File: config.mk
export PLATFORM = sky130hd
export DESIGN_NAME = windowed_rate_counter
export DESIGN_NICKNAME = d
export VERILOG_FILES = /design/src/rtl/wrc_pkg.sv /design/src/rtl/wrc_slot_ram.sv /design/src/rtl/wrc_seq.sv /design/src/rtl/windowed_rate_counter.sv
export SDC_FILE = /design/constraint.sdc
export NUM_CORES = 2
export LEC_CHECK = 0
export BUFFER_PORTS_ARGS = -buffer_cell sky130_fd_sc_hd__buf_4
export CAP_MARGIN = 15
export CORE_ASPECT_RATIO = 1.75
export CORE_MARGIN = 3
export CORE_UTILIZATION = 45
export CTS_BUF_LIST = sky130_fd_sc_hd__clkbuf_4 sky130_fd_sc_hd__clkbuf_8 sky130_fd_sc_hd__clkbuf_16
export DETAILED_ROUTE_END_ITERATION = 10
export GPL_ROUTABILITY_DRIVEN = 1
export SKIP_CTS_REPAIR_TIMING = 1
export SLEW_MARGIN = 20
export SYNTH_ARGS = -nofsm -noshare
export SYNTH_HDL_FRONTEND = slang
export SYNTH_SLANG_ARGS = --single-unit
File: constraint.sdc
create_clock -name clk -period 6.35 [get_ports clk]
set_input_delay 0.635 -clock clk [delete_from_list [all_inputs] [get_ports clk]]
set_output_delay 0.635 -clock clk [all_outputs]
set_load 0.05 [all_outputs]
File: src/rtl/wrc_pkg.sv
`timescale 1ns / 1ps

package wrc_pkg;

  // Window length is a power of two: slot index and the Q8 average are bit slices
  localparam int WIN_LOG2       = 4;
  localparam int WINDOW_SECONDS = 1 << WIN_LOG2;
  localparam int SLOT_AW        = WIN_LOG2;
  localparam int DATA_W         = 32;
  localparam int SUM_W          = DATA_W + WIN_LOG2;
  localparam int AVG_W          = 40;
  localparam int Q_SHIFT        = 8 - WIN_LOG2;

  typedef logic [SLOT_AW-1:0] slot_addr_t;
  typedef logic [DATA_W-1:0]  data_t;
  typedef logic [SUM_W-1:0]   sum_t;

  typedef enum logic [1:0] {
    ST_IDLE,
    ST_DEC,
    ST_SWEEP,
    ST_FIN
  } wrc_state_t;

  typedef struct packed {
    logic       rd_a_en;
    slot_addr_t rd_a_addr;
    logic       rd_b_en;
    slot_addr_t rd_b_addr;
    logic       wr_en;
    slot_addr_t wr_addr;
    data_t      wr_data;
    logic       clr_all;
  } ram_req_t;

  typedef struct packed {
    logic  load;
    data_t prev_total;
    sum_t  sum;
  } result_t;

endpackage

File: src/rtl/wrc_slot_ram.sv
`timescale 1ns / 1ps

module wrc_slot_ram import wrc_pkg::*; (
  input  logic     clk,
  input  logic     rst_n,
  input  ram_req_t req,
  output data_t    rd_a_data,
  output data_t    rd_b_data
);

  data_t                       slot_mem [WINDOW_SECONDS];
  logic [WINDOW_SECONDS-1:0]   valid_r;
  logic [WINDOW_SECONDS-1:0]   valid_nxt;
  data_t                       rd_a_data_r;
  data_t                       rd_b_data_r;

  // Valid bits: an unwritten or cleared slot reads as zero
  always_comb begin
    valid_nxt = valid_r;
    if (req.clr_all) begin
      valid_nxt = '0;
    end
    if (req.wr_en) begin
      valid_nxt[req.wr_addr] = 1'b1;
    end
  end

  always_ff @(posedge clk) begin
    if (!rst_n) begin
      valid_r <= '0;
    end else begin
      valid_r <= valid_nxt;
    end
  end

  always_ff @(posedge clk) begin
    if (req.wr_en) begin
      slot_mem[req.wr_addr] <= req.wr_data;
    end
  end

  always_ff @(posedge clk) begin
    if (req.rd_a_en) begin
      rd_a_data_r <= valid_r[req.rd_a_addr] ? slot_mem[req.rd_a_addr] : '0;
    end
    if (req.rd_b_en) begin
      rd_b_data_r <= valid_r[req.rd_b_addr] ? slot_mem[req.rd_b_addr] : '0;
    end
  end

  assign rd_a_data = rd_a_data_r;
  assign rd_b_data = rd_b_data_r;

endmodule

File: src/rtl/wrc_seq.sv
`timescale 1ns / 1ps

module wrc_seq import wrc_pkg::*; (
  input  logic     clk,
  input  logic     rst_n,
  input  logic     in_valid,
  output logic     in_ready,
  input  data_t    in_now_second,
  input  data_t    in_amount,
  input  logic     out_free,
  output ram_req_t ram_req,
  input  data_t    rd_a_data,
  input  data_t    rd_b_data,
  output result_t  res
);

  wrc_state_t state_r, state_nxt;
  data_t      now_r, now_nxt;
  data_t      amt_r, amt_nxt;
  data_t      last_r, last_nxt;
  sum_t       sum_r, sum_nxt;
  data_t      prev_r, prev_nxt;
  slot_addr_t k_r, k_nxt;
  slot_addr_t pk_r, pk_nxt;
  logic       pend_r, pend_nxt;

  slot_addr_t        idx;
  logic [DATA_W:0]   diff;
  logic [DATA_W:0]   sat_sum;
  logic              is_same;
  logic              is_next;
  logic              is_big;
  data_t             new_val;

  assign idx     = now_r[SLOT_AW-1:0];
  assign diff    = {1'b0, now_r} - {1'b0, last_r};
  assign is_same = (now_r == last_r);
  assign is_next = !diff[DATA_W] && (diff[DATA_W-1:0] == data_t'(1));
  assign is_big  = diff[DATA_W] || (diff[DATA_W-1:0] > data_t'(WINDOW_SECONDS));
  assign sat_sum = {1'b0, rd_a_data} + {1'b0, amt_r};
  assign new_val = is_same ? (sat_sum[DATA_W] ? '1 : sat_sum[DATA_W-1:0]) : amt_r;

  // Next state
  always_comb begin
    state_nxt = state_r;
    case (state_r)
      ST_IDLE: begin
        if (in_valid) begin
          state_nxt = ST_DEC;
        end
      end
      ST_DEC: begin
        if (is_same || is_next || is_big) begin
          state_nxt = ST_FIN;
        end else begin
          state_nxt = ST_SWEEP;
        end
      end
      ST_SWEEP: begin
        if (k_r == idx) begin
          state_nxt = ST_FIN;
        end
      end
      ST_FIN: begin
        if (out_free) begin
          state_nxt = ST_IDLE;
        end
      end
      default: state_nxt = ST_IDLE;
    endcase
  end

  // Outputs and datapath
  always_comb begin
    in_ready       = 1'b0;
    ram_req        = '0;
    res.load       = 1'b0;
    res.prev_total = prev_r;
    res.sum        = sum_r;
    now_nxt        = now_r;
    amt_nxt        = amt_r;
    last_nxt       = last_r;
    sum_nxt        = sum_r;
    prev_nxt       = prev_r;
    k_nxt          = k_r;
    pk_nxt         = pk_r;
    pend_nxt       = pend_r;
    case (state_r)
      ST_IDLE: begin
        in_ready          = 1'b1;
        ram_req.rd_a_en   = in_valid;
        ram_req.rd_a_addr = in_now_second[SLOT_AW-1:0];
        ram_req.rd_b_en   = in_valid;
        ram_req.rd_b_addr = in_now_second[SLOT_AW-1:0] - slot_addr_t'(1);
        if (in_valid) begin
          now_nxt = in_now_second;
          amt_nxt = in_amount;
        end
      end
      ST_DEC: begin
        ram_req.wr_en   = 1'b1;
        ram_req.wr_addr = idx;
        ram_req.wr_data = new_val;
        ram_req.clr_all = is_big;
        last_nxt        = now_r;
        k_nxt           = last_r[SLOT_AW-1:0] + slot_addr_t'(1);
        pend_nxt        = 1'b0;
        // previous second lies inside any cleared gap
        prev_nxt        = (is_same || is_next) ? rd_b_data : '0;
        if (is_big) begin
          sum_nxt = sum_t'(amt_r);
        end else begin
          sum_nxt = sum_r - sum_t'(rd_a_data) + sum_t'(new_val);
        end
      end
      ST_SWEEP: begin
        if (pend_r) begin
          ram_req.wr_en   = 1'b1;
          ram_req.wr_addr = pk_r;
          ram_req.wr_data = '0;
          sum_nxt         = sum_r - sum_t'(rd_a_data);
        end
        if (k_r != idx) begin
          ram_req.rd_a_en   = 1'b1;
          ram_req.rd_a_addr = k_r;
          pk_nxt            = k_r;
          pend_nxt          = 1'b1;
          k_nxt             = k_r + slot_addr_t'(1);
        end else begin
          pend_nxt = 1'b0;
        end
      end
      ST_FIN: begin
        res.load = out_free;
      end
      default: begin
        pend_nxt = 1'b0;
      end
    endcase
  end

  always_ff @(posedge clk) begin
    if (!rst_n) begin
      state_r <= ST_IDLE;
      last_r  <= '0;
      sum_r   <= '0;
      pend_r  <= 1'b0;
    end else begin
      state_r <= state_nxt;
      last_r  <= last_nxt;
      sum_r   <= sum_nxt;
      pend_r  <= pend_nxt;
    end
  end

  always_ff @(posedge clk) begin
    now_r  <= now_nxt;
    amt_r  <= amt_nxt;
    prev_r <= prev_nxt;
    k_r    <= k_nxt;
    pk_r   <= pk_nxt;
  end

`ifndef SYNTH
  a_accept_to_dec: assert property (@(posedge clk) disable iff (!rst_n)
    (state_r == ST_IDLE && in_valid) |=> (state_r == ST_DEC))
    else $error("accepted word did not move to decode");

  a_no_rw_same_slot: assert property (@(posedge clk) disable iff (!rst_n)
    (ram_req.wr_en && ram_req.rd_a_en) |-> (ram_req.wr_addr != ram_req.rd_a_addr))
    else $error("read and write hit the same slot in one cycle");

  a_sweep_spares_new: assert property (@(posedge clk) disable iff (!rst_n)
    (state_r == ST_SWEEP && pend_r) |-> (pk_r != idx))
    else $error("gap sweep cleared the slot of the current second");
`endif

endmodule

File: src/rtl/windowed_rate_counter.sv
`timescale 1ns / 1ps

// Windowed rate counter: keeps a ring of WINDOW_SECONDS per-second totals in a
// small slot memory (two registered read ports, one write port, per-slot valid
// bits cleared at reset, so no clearing pass is needed). Each input word gives
// the current second and an amount; each accepted word yields exactly one
// result word with the total of the second before the latest one and the window
// average as unsigned Q8 (sum * 256 / WINDOW_SECONDS, truncated). A word for the
// same second, the next second, a jump backwards or a jump beyond the window
// goes from idle through decode to finish and back to idle. A forward jump of
// g seconds (2 <= g <= WINDOW_SECONDS, 16 by default) adds a sweep state
// between decode and finish: the sweep reads and zeroes one skipped slot per cycle
// through one memory read port. A result waiting in the output register holds
// the finish state only if it is still not taken when the next one is ready.
module windowed_rate_counter import wrc_pkg::*; (
  input  logic                 clk,
  input  logic                 rst_n,
  input  logic                 in_valid,
  output logic                 in_ready,
  input  logic [DATA_W-1:0]    in_now_second,
  input  logic [DATA_W-1:0]    in_amount,
  output logic                 out_valid,
  input  logic                 out_ready,
  output logic [DATA_W-1:0]    out_previous_second_total,
  output logic [AVG_W-1:0]     out_window_average_q8
);

  ram_req_t ram_req;
  data_t    rd_a_data;
  data_t    rd_b_data;
  result_t  res;
  logic     out_free;

  logic               out_valid_r, out_valid_nxt;
  data_t              out_prev_r;
  logic [AVG_W-1:0]   out_avg_r;

  // Output slot is free when empty or being drained this cycle
  assign out_free = !out_valid_r || out_ready;

  wrc_seq u_seq (
    .clk           (clk),
    .rst_n         (rst_n),
    .in_valid      (in_valid),
    .in_ready      (in_ready),
    .in_now_second (in_now_second),
    .in_amount     (in_amount),
    .out_free      (out_free),
    .ram_req       (ram_req),
    .rd_a_data     (rd_a_data),
    .rd_b_data     (rd_b_data),
    .res           (res)
  );

  wrc_slot_ram u_ram (
    .clk       (clk),
    .rst_n     (rst_n),
    .req       (ram_req),
    .rd_a_data (rd_a_data),
    .rd_b_data (rd_b_data)
  );

  // Hold the result word until taken; load a new one when the slot frees up
  always_comb begin
    out_valid_nxt = out_valid_r;
    if (res.load) begin
      out_valid_nxt = 1'b1;
    end else if (out_ready) begin
      out_valid_nxt = 1'b0;
    end
  end

  always_ff @(posedge clk) begin
    if (!rst_n) begin
      out_valid_r <= 1'b0;
    end else begin
      out_valid_r <= out_valid_nxt;
    end
  end

  // Q8 average: scale the running sum by 256 / WINDOW_SECONDS as a left shift
  always_ff @(posedge clk) begin
    if (res.load) begin
      out_prev_r <= res.prev_total;
      out_avg_r  <= AVG_W'(res.sum) << Q_SHIFT;
    end
  end

  assign out_valid                 = out_valid_r;
  assign out_previous_second_total = out_prev_r;
  assign out_window_average_q8     = out_avg_r;

endmodule
Word level (Yosys, flattened, before mapping):

Memories as Yosys holds them, arrays and structs flattened. A register that Yosys moved wholly into a read port is not among the register bits.
Index checks and enable logic that the tools add are counted.

* RAM bits: 512
* bits in registers: 260
* memories kept: 1
* input bits: 68
* output and inout bits: 74

Memories
* u_ram.slot_mem: words 16, bits a word 32, read ports 2, clocked after memory_dff 2, wr ports 1, line wrc_slot_ram.sv:11 `data_t slot_mem [WINDOW_SECONDS];`

* add/subtract/negate cells: 7
* bitwise logic cells: 1
* reductions and logical operators: 18
* equal/unequal tests: 12
* $lt $le $gt $ge: 5
* multiplexer cells: 34

Operators with widths (number)
* $pmux W37 S2: 1
* $mux W36: 2
* $pmux W36 S2: 1
* $mux W32: 2
* $mux W37: 1
* $add A36 B32 Y36: 1
* $sub A36 B32 Y36: 1
* $add A32 B32 Y33: 1
* $sub A32 B32 Y33: 1
* $eq A32 B1 Y1 const B: 1
* $eq A32 B32 Y1: 1
* $gt A32 B5 Y1 const B: 1
* $mux W16: 2
* $or A16 B16 Y16: 1
* $lt A4 B5 Y1 const B: 3
* $mux W1: 12
* $mux W5: 2
* $pmux W5 S2: 1
* $add A4 B1 Y4 const B: 2
* $bmux W1 S4: 2
* $ne A2 B1 Y1 const B: 4
* $pmux W2 S4: 1
* $pmux W4 S2: 1
* $reduce_and A2 Y1: 4
* 17 further kinds: 28

Depth between registers and ports, before layout:

* word-level depth: 10
* depth in mapped cells: 29

By module:

Synthesis repeated with hierarchy kept, for this count alone.

* cell total of the unflattened synthesis: 3016
* area total of the unflattened synthesis: 42962.5 µm²

By module, submodules not included
* wrc_slot_ram: instances 1, area an instance 25901.1 µm², cells an instance 1216, seq. area each 17616.9 µm²
* wrc_seq: instances 1, area an instance 14936.8 µm², cells an instance 1723, seq. area each 4544.4 µm²
* windowed_rate_counter: instances 1, area an instance 2124.5 µm², cells an instance 77, seq. area each 2062.0 µm²

Worst setup path after synthesis:

No wires, ideal clock.

* path kind: flip-flop to flip-flop
* from: reg u_seq.amt_r[10]
* to: reg u_seq.sum_r[32]
* data required time: 6.232 ns
* library setup time: 0.118 ns
* arrival: 5.845 ns
* period minus slack after synthesis: 5.963 ns
* cell stages (with the launch flop): 28
* slack: 0.387 ns
* buffers on the path: 1
* cells stage by stage: edfxtp_1 ha_1 nand3_1 or3_1 or3_1 a211oi_1 o41ai_1 a21boi_1 o211a_1 o21ai_1 a32oi_2 buf_2 nor2_1 nor2_1 ha_1 inv_1 fa_1 nor2b_1 o31ai_1 a211oi_1 nor4_1 o31ai_1 a41o_1 a31oi_1 or3_1 a21oi_1 xnor2_1 nor2_1

* longest elaborated chain between the ends: 6

Ends and longest elaborated chain
* from (decl): line wrc_seq.sv:19 `data_t amt_r, amt_nxt;`
* from (signal assigned): line wrc_seq.sv:158 `amt_r <= amt_nxt;`
* $add A32 B32 Y33: line wrc_seq.sv:40 `assign sat_sum = {1'b0, rd_a_data} + {1'b0, amt_r};`
* $mux W32: line wrc_seq.sv:41 `assign new_val = is_same ? (sat_sum[DATA_W] ? '1 : sat_sum[DATA_W-1:0]) : amt_r;`
* $mux W32 (*): line wrc_seq.sv:41
* $add A36 B32 Y36 (*): line wrc_seq.sv:113 `sum_nxt = sum_r - sum_t'(rd_a_data) + sum_t'(new_val);`
* $mux W36 (*): line wrc_seq.sv:110 `if (is_big) begin`
* $pmux W36 S2 (*): line wrc_seq.sv:88 `case (state_r)`
* to (signal assigned): line wrc_seq.sv:151 `sum_r <= sum_nxt;`
* to (decl): line wrc_seq.sv:21 `sum_t sum_r, sum_nxt;`

Every way passes the cells marked *; elsewhere a longest branch is shown, timed or not.
A chain may end at the register's enable or synchronous reset.

Worst setup path in the final report:

* from: reg u_seq.amt_r[10]
* to: reg u_seq.sum_r[35]

The elaborated chain is that of the path after synthesis.

==> impl_metrics.toml <==
[sta]
min_period_ns = 6.21
finalSetupViolCount = 0
slew_viol_final = 0
fin_hold_ws_ns = 0.121
finClkSkew_ns = 0.0276
hold_viol = 0
fin_crit_sh_pct = 97.8
slew_headroom_pct = 24.6
worstMarginPinSlew_ns = 1.13
fin_ws_ns = 0.143
fmax_mhz = 161

[pwr]
powerDensity_nw_per_um2 = 558
p_seq_share_pct = 26.0
switchingPower_mw = 12.9
combPwrFrac_pct = 56.8
pwr-share-clk_pct = 17.2
power_mw = 28.6
swShare_pct = 44.9
internal_power_mw = 15.8
ir_drop_mv = 0.387
p_leak_nw = 18.8

[die]
die_w_um = 243
die_area_sq_um = 102000
num_io_pins = 142
num_rows = 151
die_h_um = 420
initial_utilization_pct = 45.5
coreArea_sq_um = 97100

[route]
finalWirelength_mm = 152
drt_iter0_drc = 3425
dr.max_layer_used = "met5"
vias_per_cell = 6.18
drc_errors = 0
wl_met1_mm = 55.8
via_count = 36200
drt-pass1-iter-count = 7
wl_met3_mm = 11.0
dr_wl_met2_mm = 75.4
wl_per_cell_um = 25.9
route.antenna.remaining_nets = 0

[yosys]
synth_cells = 4265
seq_area_frac_synth_pct = 54.9
yosysWarnings = 0
syn_area_sq_um = 44200
ys_seq_elements = 836
avgSynthCellArea_sq_um = 10.4
synth_top_cell_area_share_pct = 50.9
async_reset_ff_share_pct = 0
synth_area_leader_cell = "edfxtp_1"
synthTopCellsByArea = "edfxtp_1, nand2_1, dfxtp_1"
ys_types = 85
synth-edff-count = 748
yosys_most_used_dff = "edfxtp_1"

[setup_path]
startpoint_type = "register"
path_depth = 28
crit_arrival_ns = 6.81
required_ns = 6.95
slowest_stage = "edfxtp_1"
max_stage_delay_ns = 0.44
path_buf_inv = 4
critPathKind = "reg2reg"
worst-path-max-fanout = 6
end_kind = "register"
r2r_cells = 28
path_delay_family = "compound AO/OA/AOI/OAI gates"

[placement]
gp_congestion = 0.948
portBuffers = 137
placed_cell_area_sq_um = 48200
dp.cells = 5694
pre_cts_slack_ns = -0.437
dp_hpwl_mm = 96.6

[global_route]
grt_max_degree = 83
grt_pass1_vias = 35400
antenna_found_initial = 4
grt_pass1_wl_mm = 221
grt.overflow.total = 0
grt_usage_pct = 29.0

[finish]
multi_input_area_sq_um = 19000
design_area_sq_um = 51400
seqCellArea_sq_um = 24200
antenna_cells = 0
nNetsFinal = 4698
n_fill_cell = 8671
area_growth_pct = 16.3
post_route_cells_drive_above_1_share_pct = 15.0
fin_cells = 5858

[worst_hold_path]
min-delay-path-class = "in2reg"
hold_depth = 1

[clock_network]
clock_sinks = 836
cts_buffer_depth = 3
cts_max_level = 3
clk_latency_ns = 0.69
numCtsBuffers = 80
clockRootBuffer = "clkbuf_16"
clkTransAtPathRegs_ns = 0.07
cts_tree = "done"

[flow_run]
max_cap_viol_count = 0

[status]
status = "complete, no violations"
==> worst register-to-register path: cells and delay by family (launching register included) <==
| family | cells | cell delay [ns] |
|---|---|---|
| AO/OA/AOI/OAI | 13 | 2.78 |
| AND/OR/NAND/NOR | 9 | 1.76 |
| buffers and inverters | 4 | 0.59 |
| flip-flops | 1 | 0.44 |
| adder cells (fa/ha/maj) | 2 | 0.56 |
==> placed cells by master (no fill, tap or decap), types with 18 or more instances in the layout <==
| cell type | count |
|---|---|
| nor2b_1 | 56 |
| and2_1 | 100 |
| nand3_1 | 164 |
| a21oi_1 | 177 |
| xnor2_1 | 68 |
| nand2_1 | 888 |
| o22ai_1 | 65 |
| edfxtp_1 | 748 |
| mux2i_1 | 78 |
| a31oi_1 | 105 |
| xor2_1 | 37 |
| a211oi_1 | 171 |
| o21a_1 | 58 |
| clkbuf_4 | 18 |
| and3_1 | 74 |
| nor3_1 | 60 |
| ha_1 | 127 |
| buf_4 | 412 |
| o21ai_0 | 69 |
| a21o_1 | 47 |
| dfxtp_1 | 88 |
| nand4_1 | 24 |
| a311oi_1 | 170 |
| o221ai_1 | 32 |
| clkbuf_16 | 82 |
| inv_1 | 107 |
| nor2_1 | 173 |
==> power by group through the flow <==
stage,sequential [mW],clock (mW),combinational (mW)
after global routing,7.50,5.20,17.5
after global placement,7.53,0,15.5
after detailed placement,7.55,0,15.6
after CTS,7.43,4.99,15.6
final,7.45,4.93,16.3
after floorplan,7.51,0,9.79
==> per-layer routing <==
layer / global-route usage [%] / up-vias
li1: - / 16400
met1: 34.2 / 17600
met2: 50.9 / 1741
met3: 4.03 / 480
met4: 16.1 / 4
met5: 0 / -
==> registers in the layout (all words and copies together) (netlist names), 32 cells and up <==
register,flops
out_previous_second_total,32
out_window_average_q8,36
u_ram.rd_a_data,32
u_ram.slot_mem,512
u_seq.prev_r,32
u_seq.last_r,32
u_seq.amt_r,32
u_seq.sum_r,36
u_ram.rd_b_data,32
u_seq.now_r,32
==> stage by stage <==
step / TNS (ns) / utilization [%]
finish: 0 / 52.9
detailed placement: -1.67 / 49.7
global route: -0.245 / 52.9
CTS: -1.99 / 52.4
floorplan: 0 / -
global placement: -0.924 / 49.6
==> area by class of cell <==
cell class | instances | share of cell area, %
clock buffers | 100 | 4.24
well taps | 1300 | 3.17
multi-input cells | 3035 | 37.0
flip-flops and latches | 836 | 47.2
repair buffers | 430 | 6.75
inverters | 109 | 0.797
clock inverters | 48 | 0.918
==> cell usage after synthesis (all sizes together), types with 6 or more instances <==
library cell	number
nand2	894
edfxtp	748
clkbuf	237
nor2	194
a21oi	186
a211oi	173
a311oi	171
nand3	166
ha	134
a31oi	108
inv	108
and2	102
dfxtp	88
o21ai	81
mux2i	78
and3	74
xnor2	68
o22ai	65
nor3	62
nor2b	61
o21a	58
buf	51
a21o	48
xor2	37
o221ai	34
nand4	24
nand2b	17
a2111oi	16
o21bai	16
nor4	15
or3	15
o211ai	14
o31ai	13
a211o	9
nor3b	8
a21boi	7
o31a	7
o211a	6
or2	6
==> logic make-up after synthesis <==
| kind of cell | count (synthesis) | share of synthesized area [%] |
|---|---|---|
| simple gates | 1659 | 16.8 |
| compound gates | 1046 | 16.7 |
| flops | 836 | 54.9 |
| buf+inv | 397 | 3.52 |
| fa+ha+maj | 138 | 3.98 |
| xor+xnor | 105 | 2.08 |
| mux | 83 | 1.97 |
| other cells | 1 | 0.00849 |
==> final timing paths <==
kind              slack [ns]        startpoint                       endpoint
setup / recovery        0.14   u_seq.amt_r[10]                u_seq.sum_r[35]
hold / removal          0.12     in_amount[11]                u_seq.amt_r[11]
setup reg to reg        0.14   u_seq.amt_r[10]                u_seq.sum_r[35]
hold reg to reg         0.42  u_seq.prev_r[15]  out_previous_second_total[15]
(Power assumes the default switching activity.)
